File: src/rtl/segmented_frame_transmitter_core_assert.svh
// Assertion macros shared by the segmented frame transmitter modules.
// The clocked forms use the module's clk_i; SFT_ASSERT also uses rst_ni.
`ifndef SEGMENTED_FRAME_TRANSMITTER_CORE_ASSERT_SVH
`define SEGMENTED_FRAME_TRANSMITTER_CORE_ASSERT_SVH
`ifndef NO_ASSERTIONS
`define SFT_ASSERT(lbl, prop, msg) \
  lbl: assert property (@(posedge clk_i) disable iff (!rst_ni) prop) else $error(msg);
`define SFT_ASSERT_ALWAYS(lbl, prop, msg) \
  lbl: assert property (@(posedge clk_i) prop) else $error(msg);
`else
`define SFT_ASSERT(lbl, prop, msg)
`define SFT_ASSERT_ALWAYS(lbl, prop, msg)
`endif
`endif

File: src/rtl/sft_pkg.sv
package sft_pkg;

  localparam int unsigned FRAME_BYTES = 8;
  localparam int unsigned POS_W       = $clog2(FRAME_BYTES);
  localparam int unsigned LEN_W       = 12;
  localparam int unsigned SF_MAX_DATA = FRAME_BYTES - 1;

  localparam logic [3:0] PCI_TYPE_FIRST  = 4'h1;
  localparam logic [3:0] PCI_TYPE_CONSEC = 4'h2;
  localparam logic [7:0] PAD_RESET       = 8'hFF;

  typedef logic [FRAME_BYTES-1:0][7:0] frame_t;

  // One classified item handed from the front to the back.
  typedef struct packed {
    logic [7:0]       data;
    logic [POS_W-1:0] pos;
    logic             hdr0_we;
    logic [7:0]       hdr0;
    logic             hdr1_we;
    logic [7:0]       hdr1;
    logic             emit;
    logic             done;
  } op_t;

endpackage

File: src/rtl/sft_front.sv
`include "segmented_frame_transmitter_core_assert.svh"

module sft_front (
  input  logic                             clk_i,
  input  logic                             rst_ni,
  input  logic                             valid_i,
  output logic                             ready_o,
  input  logic [7:0]                       payload_byte_i,
  input  logic [sft_pkg::LEN_W-1:0]        message_length_i,
  output logic                             push_o,
  output sft_pkg::op_t                     op_o,
  input  logic                             full_i
);

  logic [sft_pkg::LEN_W-1:0] rem_q, rem_d;
  logic [sft_pkg::POS_W-1:0] pos_q, pos_d;
  logic [3:0]                seq_q, seq_d;

  logic                      start;
  logic                      long_msg;
  logic                      accept;
  logic [sft_pkg::LEN_W-1:0] len;
  logic [sft_pkg::LEN_W-1:0] rem_cur;
  logic [sft_pkg::LEN_W-1:0] rem_next;
  logic [sft_pkg::POS_W-1:0] pos_cur;

  assign ready_o = !full_i;
  assign accept  = valid_i && ready_o;
  assign push_o  = accept;

  always_comb begin
    start    = (rem_q == '0);
    len      = (message_length_i == '0) ? sft_pkg::LEN_W'(1) : message_length_i;
    long_msg = (len > sft_pkg::LEN_W'(sft_pkg::SF_MAX_DATA));
    rem_cur  = start ? len : rem_q;
    pos_cur  = start ? (long_msg ? sft_pkg::POS_W'(2) : sft_pkg::POS_W'(1)) : pos_q;
    rem_next = rem_cur - sft_pkg::LEN_W'(1);

    op_o.data    = payload_byte_i;
    op_o.pos     = pos_cur;
    op_o.done    = (rem_next == '0);
    op_o.emit    = op_o.done || (pos_cur == sft_pkg::POS_W'(sft_pkg::FRAME_BYTES - 1));
    op_o.hdr0_we = start || (pos_q == sft_pkg::POS_W'(1));
    if (start) begin
      op_o.hdr0 = long_msg ? {sft_pkg::PCI_TYPE_FIRST, len[11:8]} : len[7:0];
    end else begin
      op_o.hdr0 = {sft_pkg::PCI_TYPE_CONSEC, seq_q};
    end
    op_o.hdr1_we = start && long_msg;
    op_o.hdr1    = len[7:0];
  end

  always_comb begin
    rem_d = rem_q;
    pos_d = pos_q;
    seq_d = seq_q;
    if (accept) begin
      rem_d = rem_next;
      seq_d = start ? 4'd0 : seq_q;
      if (op_o.emit) begin
        if (op_o.done) begin
          pos_d = '0;
        end else begin
          pos_d = sft_pkg::POS_W'(1);
          seq_d = seq_d + 4'd1;
        end
      end else begin
        pos_d = pos_cur + sft_pkg::POS_W'(1);
      end
    end
  end

  always_ff @(posedge clk_i or negedge rst_ni) begin
    if (!rst_ni) begin
      rem_q <= '0;
      pos_q <= '0;
      seq_q <= '0;
    end else begin
      rem_q <= rem_d;
      pos_q <= pos_d;
      seq_q <= seq_d;
    end
  end

  `SFT_ASSERT(a_done_ends_msg, accept && op_o.done |=> rem_q == '0,
              "message not closed after final frame")
  `SFT_ASSERT(a_start_has_hdr, accept && start |-> op_o.hdr0_we,
              "message start without header byte")
  `SFT_ASSERT(a_emit_next_pos, accept && op_o.emit && !op_o.done |=> pos_q == 1,
              "consecutive frame does not restart at position one")

endmodule

File: src/rtl/sft_queue.sv
`include "segmented_frame_transmitter_core_assert.svh"

module sft_queue #(
  parameter int unsigned DEPTH = 2
) (
  input  logic         clk_i,
  input  logic         rst_ni,
  input  logic         push_i,
  input  sft_pkg::op_t op_i,
  output logic         full_o,
  output logic         valid_o,
  output sft_pkg::op_t op_o,
  input  logic         pop_i
);

  localparam int unsigned ADDR_W = (DEPTH > 1) ? $clog2(DEPTH) : 1;
  localparam int unsigned CNT_W  = $clog2(DEPTH + 1);

  sft_pkg::op_t      entries_q [DEPTH];
  logic [ADDR_W-1:0] wr_ptr_q, wr_ptr_d;
  logic [ADDR_W-1:0] rd_ptr_q, rd_ptr_d;
  logic [CNT_W-1:0]  count_q, count_d;

  assign full_o  = (count_q == CNT_W'(DEPTH));
  assign valid_o = (count_q != '0);
  assign op_o    = entries_q[rd_ptr_q];

  always_comb begin
    wr_ptr_d = wr_ptr_q;
    rd_ptr_d = rd_ptr_q;
    if (push_i) begin
      wr_ptr_d = (wr_ptr_q == ADDR_W'(DEPTH - 1)) ? '0 : wr_ptr_q + ADDR_W'(1);
    end
    if (pop_i) begin
      rd_ptr_d = (rd_ptr_q == ADDR_W'(DEPTH - 1)) ? '0 : rd_ptr_q + ADDR_W'(1);
    end
    count_d  = count_q;
    if (push_i && !pop_i) begin
      count_d = count_q + CNT_W'(1);
    end else if (!push_i && pop_i) begin
      count_d = count_q - CNT_W'(1);
    end
  end

  always_ff @(posedge clk_i) begin
    if (push_i) begin
      entries_q[wr_ptr_q] <= op_i;
    end
  end

  always_ff @(posedge clk_i or negedge rst_ni) begin
    if (!rst_ni) begin
      wr_ptr_q <= '0;
      rd_ptr_q <= '0;
      count_q  <= '0;
    end else begin
      wr_ptr_q <= wr_ptr_d;
      rd_ptr_q <= rd_ptr_d;
      count_q  <= count_d;
    end
  end

  `SFT_ASSERT(a_count_bound, count_q <= CNT_W'(DEPTH), "queue count beyond depth")
  `SFT_ASSERT(a_pop_nonempty, pop_i |-> valid_o, "pop from empty queue")
  `SFT_ASSERT(a_push_not_full, push_i |-> !full_o, "push into full queue")

endmodule

File: src/rtl/sft_back.sv
module sft_back (
  input  logic                clk_i,
  input  logic                rst_ni,
  input  logic                valid_i,
  input  sft_pkg::op_t        op_i,
  output logic                pop_o,
  input  logic [7:0]          padding_byte_i,
  output logic                out_valid_o,
  input  logic                out_ready_i,
  output sft_pkg::frame_t     out_frame_o,
  output logic                out_done_o
);

  sft_pkg::frame_t store_q;
  sft_pkg::frame_t merged;
  sft_pkg::frame_t padded;
  sft_pkg::frame_t out_frame_q;
  logic            out_done_q;
  logic            out_valid_q, out_valid_d;
  logic            out_free;
  logic            load;

  assign out_free = !out_valid_q || out_ready_i;
  assign pop_o    = valid_i && (!op_i.emit || out_free);
  assign load     = pop_o && op_i.emit;

  always_comb begin
    for (int unsigned i = 0; i < sft_pkg::FRAME_BYTES; i++) begin
      if (sft_pkg::POS_W'(i) == op_i.pos) begin
        merged[i] = op_i.data;
      end else if (i == 0 && op_i.hdr0_we) begin
        merged[i] = op_i.hdr0;
      end else if (i == 1 && op_i.hdr1_we) begin
        merged[i] = op_i.hdr1;
      end else begin
        merged[i] = store_q[i];
      end
      padded[i] = (sft_pkg::POS_W'(i) > op_i.pos) ? padding_byte_i : merged[i];
    end
  end

  always_comb begin
    out_valid_d = out_valid_q;
    if (load) begin
      out_valid_d = 1'b1;
    end else if (out_ready_i) begin
      out_valid_d = 1'b0;
    end
  end

  always_ff @(posedge clk_i) begin
    if (pop_o) begin
      store_q <= merged;
    end
    if (load) begin
      out_frame_q <= padded;
      out_done_q  <= op_i.done;
    end
  end

  always_ff @(posedge clk_i or negedge rst_ni) begin
    if (!rst_ni) begin
      out_valid_q <= 1'b0;
    end else begin
      out_valid_q <= out_valid_d;
    end
  end

  assign out_valid_o = out_valid_q;
  assign out_frame_o = out_frame_q;
  assign out_done_o  = out_done_q;

endmodule

File: src/rtl/segmented_frame_transmitter_core.sv
// Channel       | Direction | Contents
// s_axis        | in        | tdata: payload_byte [7:0], message_length [19:8]
// m_axis        | out       | tdata: frame bytes 0..7; tlast: message_done
// padding_byte  | config    | write enable and 8-bit padding value
//
// One payload byte is taken per cycle while the queue is not full; a frame
// is sent through the item queue and the output register after its last byte.
// Reset clears the message counters, queue and output valid; padding is 0xFF.
// A stalled output holds the frame and the queue fills behind it; input is
// refused only when the queue is full.
module segmented_frame_transmitter_core #(
  parameter int unsigned QUEUE_DEPTH = 2
) (
  input  logic        clk_i,
  input  logic        rst_ni,
  input  logic        s_axis_tvalid_i,
  output logic        s_axis_tready_o,
  input  logic [23:0] s_axis_tdata_i,  // payload_byte, message_length, zero fill
  output logic        m_axis_tvalid_o,
  input  logic        m_axis_tready_i,
  output logic [63:0] m_axis_tdata_o,  // frame_byte_0 up to frame_byte_7
  output logic        m_axis_tlast_o,
  input  logic        padding_byte_we_i,
  input  logic [7:0]  padding_byte_i
);

  logic [7:0]      padding_q;
  logic            push;
  logic            full;
  logic            q_valid;
  logic            pop;
  sft_pkg::op_t    front_op;
  sft_pkg::op_t    back_op;
  sft_pkg::frame_t frame;

  always_ff @(posedge clk_i or negedge rst_ni) begin
    if (!rst_ni) begin
      padding_q <= sft_pkg::PAD_RESET;
    end else if (padding_byte_we_i) begin
      padding_q <= padding_byte_i;
    end
  end

  sft_front u_front (
    .clk_i            (clk_i),
    .rst_ni           (rst_ni),
    .valid_i          (s_axis_tvalid_i),
    .ready_o          (s_axis_tready_o),
    .payload_byte_i   (s_axis_tdata_i[7:0]),
    .message_length_i (s_axis_tdata_i[19:8]),
    .push_o           (push),
    .op_o             (front_op),
    .full_i           (full)
  );

  sft_queue #(
    .DEPTH (QUEUE_DEPTH)
  ) u_queue (
    .clk_i   (clk_i),
    .rst_ni  (rst_ni),
    .push_i  (push),
    .op_i    (front_op),
    .full_o  (full),
    .valid_o (q_valid),
    .op_o    (back_op),
    .pop_i   (pop)
  );

  sft_back u_back (
    .clk_i          (clk_i),
    .rst_ni         (rst_ni),
    .valid_i        (q_valid),
    .op_i           (back_op),
    .pop_o          (pop),
    .padding_byte_i (padding_q),
    .out_valid_o    (m_axis_tvalid_o),
    .out_ready_i    (m_axis_tready_i),
    .out_frame_o    (frame),
    .out_done_o     (m_axis_tlast_o)
  );

  assign m_axis_tdata_o = frame;

endmodule
File: config.mk
export PLATFORM = sky130hd
export DESIGN_NAME = segmented_frame_transmitter_core
export DESIGN_NICKNAME = d
export VERILOG_FILES = /design/src/rtl/sft_pkg.sv /design/src/rtl/sft_front.sv /design/src/rtl/sft_queue.sv /design/src/rtl/sft_back.sv /design/src/rtl/segmented_frame_transmitter_core.sv
export VERILOG_INCLUDE_DIRS = /design/src /design/src/rtl
export SDC_FILE = /design/constraint.sdc
export NUM_CORES = 1
export LEC_CHECK = 0
export BUFFER_PORTS_ARGS = -buffer_cell sky130_fd_sc_hd__buf_2
export CELL_PAD_IN_SITES_DETAIL_PLACEMENT = 2
export CELL_PAD_IN_SITES_GLOBAL_PLACEMENT = 2
export CORE_MARGIN = 4
export CORE_UTILIZATION = 40
export DETAILED_ROUTE_END_ITERATION = 8
export PLACE_DENSITY_LB_ADDON = 0.15
export SKIP_LAST_GASP = 1
export SLEW_MARGIN = 20
export SYNTH_ARGS = -nofsm -noshare
export SYNTH_HDL_FRONTEND = slang
export SYNTH_SLANG_ARGS = --single-unit
File: constraint.sdc
create_clock -name clk_i -period 11.7 [get_ports clk_i]
set_input_delay 0.585 -clock clk_i [delete_from_list [all_inputs] [get_ports clk_i]]
set_output_delay 0.585 -clock clk_i [all_outputs]
set_load 0.01 [all_outputs]
# Yosys cells after proc, flatten, opt, wreduce, memory -nomap -nowiden
# Memories as Yosys holds them, arrays and structs flattened.
# Index checks and enable logic that the tools add are counted.
# totals
register_bits	161
mem_bits_rw	62
input_bits	37
output_inout_bits	67
wordCells	111
n_memories	1
# memory_table
memory	words	word_bits	rd	rd_clocked_by_memory_dff	write_ports	line_no	rtl
u_queue.entries_q	2	31	1	0	1	sft_queue.sv:19	sft_pkg::op_t entries_q [DEPTH];
# op_classes
addsub	7
magnitude_cmp	9
n_eq_ne	10
mux	37
reduce_logical	22
# ops
operator	count
$mux W8	20
$logic_not A12 Y1	3
$mux W12	2
$eq A3 B3 Y1 const A	4
$gt A12 B3 Y1 const B	1
$gt A3 B3 Y1 const A	4
$mux W4	3
$sub A12 B1 Y12 const B	1
$mux W1	7
$eq A2 B3 Y1 const A	2
$gt A1 B3 Y1 const A	2
$gt A2 B3 Y1 const A	2
$logic_and A1 B1 Y1	6
$mux W2	3
$mux W3	2
$reduce_bool A2 Y1	3
$logic_not A1 Y1	5
$add A4 B1 Y4 const B	1
$logic_or A1 B1 Y1	4
$add A3 B1 Y3 const B	1
$eq A1 B3 Y1 const A	1
$eq A3 B1 Y1 const B	1
$eq A3 B3 Y1 const B	1
$logic_not A3 Y1	1
other kinds (4)	5

# Longest topological paths before layout
# depth
word_depth	8
mapped_depth	17
mapped_depth_nobuf	14

# Cells and area by module
# From an unflattened synthesis, not the netlist that was laid out.
# hier_totals
cells_unflattened	778
area_unflattened_um2	10343.7
# modules_own_cells
module	n_inst	cells_each	area_each_um2	seq_area_each_um2
sft_back	1	422	5736.8	3658.5
sft_queue	1	113	2580.0	1961.9
sft_front	1	226	1685.4	475.5
segmented_frame_transmitter_core	1	17	341.6	210.2

# Worst setup path after synthesis
# No wires, ideal clock.
# synth_timing
path_type	register -> register
from	reg u_queue.rd_ptr_q
to	reg u_back.out_done_q, in the netlist u_back.out_done_o (enable)
setup_time_ns	0.489
t_arrival_ns	4.409
required_ns	11.211
slack_ns	6.802
stages_incl_launch_ff	6
n_path_buf	2
synth_period_minus_slack_ns	4.898
cell_sequence	dfrtp_1 -> buf_1 -> clkbuf_1 -> mux2i_1 -> o22ai_1 -> nor2_1
# synth_between
elab_chain_cells	5
# synth_rtl
element	line_no	rtl
start, declared	sft_queue.sv:21	logic [ADDR_W-1:0] rd_ptr_q, rd_ptr_d;
start signal, assigned	sft_queue.sv:58	rd_ptr_q <= rd_ptr_d;
$mem_v2 Z2 W31 *	n/a	
$logic_not A1 Y1	sft_back.sv:24	assign pop_o = valid_i && (!op_i.emit || out_free);
$logic_or A1 B1 Y1	sft_back.sv:24	
$logic_and A1 B1 Y1	sft_back.sv:24	
$logic_and A1 B1 Y1 *	sft_back.sv:25	assign load = pop_o && op_i.emit;
named net u_back.load	sft_back.sv:21	logic load;
end signal, assigned	sft_back.sv:57	out_done_q <= op_i.done;
end, declared	sft_back.sv:18	logic out_done_q;
# Mark *: on every way through the listed nets, which the timed path passes. The rest lies on a longest branch.
# A chain may end at the register's enable or synchronous reset.

# Final worst setup path
# layout_timing
from	reg u_front.rem_q[7] (netlist name)
to	reg u_front.seq_q[1]
# layout_between
elab_chain_cells	6
elab_cells_between_ends	11
classes_between	add/sub: 2; eq/ne: 1; mux: 5; reduce/logical: 3
# layout_rtl
element	line_no	rtl
start, declared	sft_front.sv:15	logic [sft_pkg::LEN_W-1:0] rem_q, rem_d;
start signal, assigned	sft_front.sv:79	rem_q <= rem_d;
$logic_not A12 Y1 *	sft_front.sv:32	start = (rem_q == '0);
$mux W12 *	sft_front.sv:35	rem_cur = start ? len : rem_q;
$sub A12 B1 Y12 *	sft_front.sv:37	rem_next = rem_cur - sft_pkg::LEN_W'(1);
named net u_front.rem_next (one bit)	sft_front.sv:24	logic [sft_pkg::LEN_W-1:0] rem_next;
$logic_not A12 Y1 *	sft_front.sv:41	op_o.done = (rem_next == '0);
$mux W4 or $logic_or A1 B1 Y1 (tied branches)	sft_front.sv:61, sft_front.sv:42	
$mux W4 *	sft_front.sv:60	if (op_o.emit) begin
end signal, assigned	sft_front.sv:81	seq_q <= seq_d;
end, declared	sft_front.sv:17	logic [3:0] seq_q, seq_d;
# Marks and branches as above.

==> out/qor.yml <==
status:
  status: "finished clean"
setup_path:
  slowest_delay_ns: 0.63
  reg2reg_setup_slack_ns: 7.43
  crit_chain: "nor4_1, and3_1, buf_4, a21o_1, inv_1, ha_1, nor4b_2, o41a_1, nand3b_1, mux2i_1, o21ai_2, o41ai_4, nor2_2, a221o_1"
  crit_type: "flop to flop"
  required_ns: 12.10
  critPathArrivalTime_ns: 4.66
  startpoint_type: "flop"
  cpMaxStageDelayCell: "nor4_1"
  worst_path_dominant_cell_family: "compound AO/OA/AOI/OAI gates"
  cp_max_fo: 25
  critPathBufInv: 2
  critPathCaptureType: "flop"
pwr:
  total_power_mw: 3.57
  p_per_area_nw_per_um2: 319
  ir_worst_vdd_v: 0.000129
  p_leak_nw: 4.23
routing:
  wl_mm: 28.2
  vias: 6534
  routedWlPerCell_um: 23.8
  drtAntennaViolNets: 0
  drtIter0Drc: 367
  drt_first_pass_iters: 5
  post-route-drc-count: 0
  via_per_inst: 5.51
job:
  cap_violations: 0
die:
  die_h_um: 163
  row_count: 56
  ios: 104
  die_x_um: 163
  initial_core_util_pct: 40.9
  dieArea_um2: 26600
  core-area_um2: 23500
global_routing:
  track_usage_pct: 21.4
  grt_overflow: 0
  antenna_found_initial: 0
  grt_pass1_wl_mm: 43.7
  grt_max_degree: 65
  grt_pass1_vias: 7443
logic_synthesis:
  yosys.area.top_type: "edfxtp_1"
  netlist_instances: 748
  yosysUniqueCellTypes: 63
  synth-async-reset-ratio_pct: 14.9
  yosys.area.top_type_share_pct: 57.1
  seq_area_frac_synth_pct: 65.5
  synthFlopType: "edfxtp_1"
  synth_area_um2: 9630
  synth-seq-cells: 215
  synth_area_leaders: "edfxtp_1, dfrtp_1, mux2_2"
  yosys_warnings: 0
  syn_avg_cell_area_um2: 12.9
  synth-edff-count: 183
clocking:
  post_cts_buffers: 0
  cts_buffers: 24
  ctsHoldBuffers: 0
  cts_resized: 0
  clk_latency_ns: 0.53
  clkSinkCount: 215
  cts_tree: "done"
  htreeDepth: 1
  root_buffer: "clkbuf_16"
  clk_pin_slew_ns: 0.06
  cts.path.max_buffers: 3
layout:
  nFillCells: 2401
  final_nets: 894
  final_area_um2: 11200
  drive_gt1_share_pct: 26.7
  post-route-util_pct: 47.6
  antenna_cells: 0
  syn2layout_area_growth_pct: 16.5
sta:
  rsz0062_at_grt: "false"
  fin_crit_ns: 4.27
  setup_slack_ns: 7.43
  tns_ns: 0
  slew_viol_final: 0
  max-slew-margin-rel_pct: 28.5
  clock.fmax_mhz: 234
  worst_slew_pin_slew_ns: 1.05
  skew_ns: 0.0194
  setup_viol: 0
  period_share_pct: 36.5
  finalHoldViolCount: 0
hold_path:
  holdCritPathClass: "primary input to asynchronous set/reset pin"
placement:
  place_ws_ns: 6.98
  port_buffers: 99
  routabilityCongestion: 0.819
  dpl_cell_area_um2: 10500
  dp_hpwl_mm: 19.0
## where the power goes
part / total [mW] / switching [mW] / internal (mW)
Combinational: 1.37 / 0.893 / 0.480
Sequential: 1.50 / 0.169 / 1.33
Clock: 0.698 / 0.300 / 0.398
## cell type report
class / instances / area (µm²) / area share [%]
clock inverters: 10 / 80.1 / 0.714
well taps: 319 / 399 / 3.56
repair buffers: 114 / 608 / 5.42
clock buffers: 31 / 627 / 5.59
multi-input cells: 488 / 3160 / 28.2
flip-flops and latches: 215 / 6310 / 56.2
inverters: 8 / 30.0 / 0.268
## final timing paths
check / start / endpoint / cells after the start
max: u_front.rem_q[7] / u_front.seq_q[1] / 14
min: rst_ni / u_front.rem_q[7] / 1
max reg2reg: u_front.rem_q[7] / u_front.seq_q[1] / 14
min reg2reg: u_queue.count_q[1] / u_queue.count_q[1] / 1
max in group asynchronous: rst_ni / u_queue.rd_ptr_q / 1
min in group clk_i: s_axis_tdata_i[6] / u_queue.entries_q[1][29] / 1
## cell families after synthesis
group / share of synthesized area (%)
flip-flops: 65.5
AND/OR/NAND/NOR: 10.6
adder cells (fa/ha/maj): 0.780
AO/OA/AOI/OAI: 10.9
other: 0.0389
XOR/XNOR: 0.910
buffers and inverters: 1.98
multiplexers: 9.30
## cells in the mapped netlist, types with 5 or more instances
cell	number
mux2i_1	31
a211oi_1	16
xnor2_1	7
a21oi_1	61
clkbuf_1	31
mux2_2	52
o21ai_0	51
ha_1	6
buf_1	6
nor2_1	56
edfxtp_1	183
nand2_1	103
nor3_1	6
inv_1	6
or4_1	5
nor2b_1	18
dfrtp_1	24
dfstp_2	8
## registers in the layout, summed over array words and instances (netlist names), 2 cells and up
name	cells
padding_q	8
u_front.rem_q	12
u_back.out_frame_o	64
u_front.pos_q	3
u_front.seq_q	4
u_queue.count_q	2
u_back.store_q	56
u_queue.entries_q	62
## layout by cell type (no fill, tap or decap), types with 3 or more instances in the layout
| cell | instances |
|---|---|
| mux2i_1 | 30 |
| buf_2 | 99 |
| edfxtp_1 | 183 |
| nor2_2 | 5 |
| nor2_1 | 52 |
| mux2_2 | 52 |
| a21oi_1 | 61 |
| inv_1 | 5 |
| ha_1 | 6 |
| o21ai_0 | 51 |
| o22a_1 | 3 |
| xnor2_1 | 7 |
| or4_1 | 5 |
| nand2b_1 | 3 |
| xor2_1 | 3 |
| a211oi_1 | 16 |
| o211ai_1 | 3 |
| o21bai_1 | 3 |
| buf_4 | 15 |
| dfrtp_1 | 23 |
| clkbuf_16 | 24 |
| dfstp_2 | 8 |
| inv_2 | 3 |
| a22oi_1 | 3 |
| nor2b_1 | 18 |
| nand2_1 | 102 |
| nand3_1 | 3 |
| clkinv_2 | 3 |
| nor4_1 | 3 |
| nor3_1 | 6 |
| clkinv_1 | 5 |
| and2_1 | 3 |
| clkbuf_1 | 7 |
| conb_1 | 4 |
## metal layers
layer | vias to the layer above | part of all wire (%) | track usage [%]
met5 | - | 0 | 0
met2 | 112 | 52 | 39.0
met1 | 3394 | 43 | 27.5
met4 | 0 | 1.9 | 5.03
li1 | 2989 | - | -
met3 | 39 | 3.3 | 2.12
## metrics by stage
step	hold slack, ns	cells
2_1_floorplan	0.289	751
3_3_place_gp	0.479	1144
3_5_place_dp	0.505	1144
4_1_cts	0.199	1185
5_1_grt	0.230	1185
6_report	0.183	1185
Power figures use the tool's default switching activity.
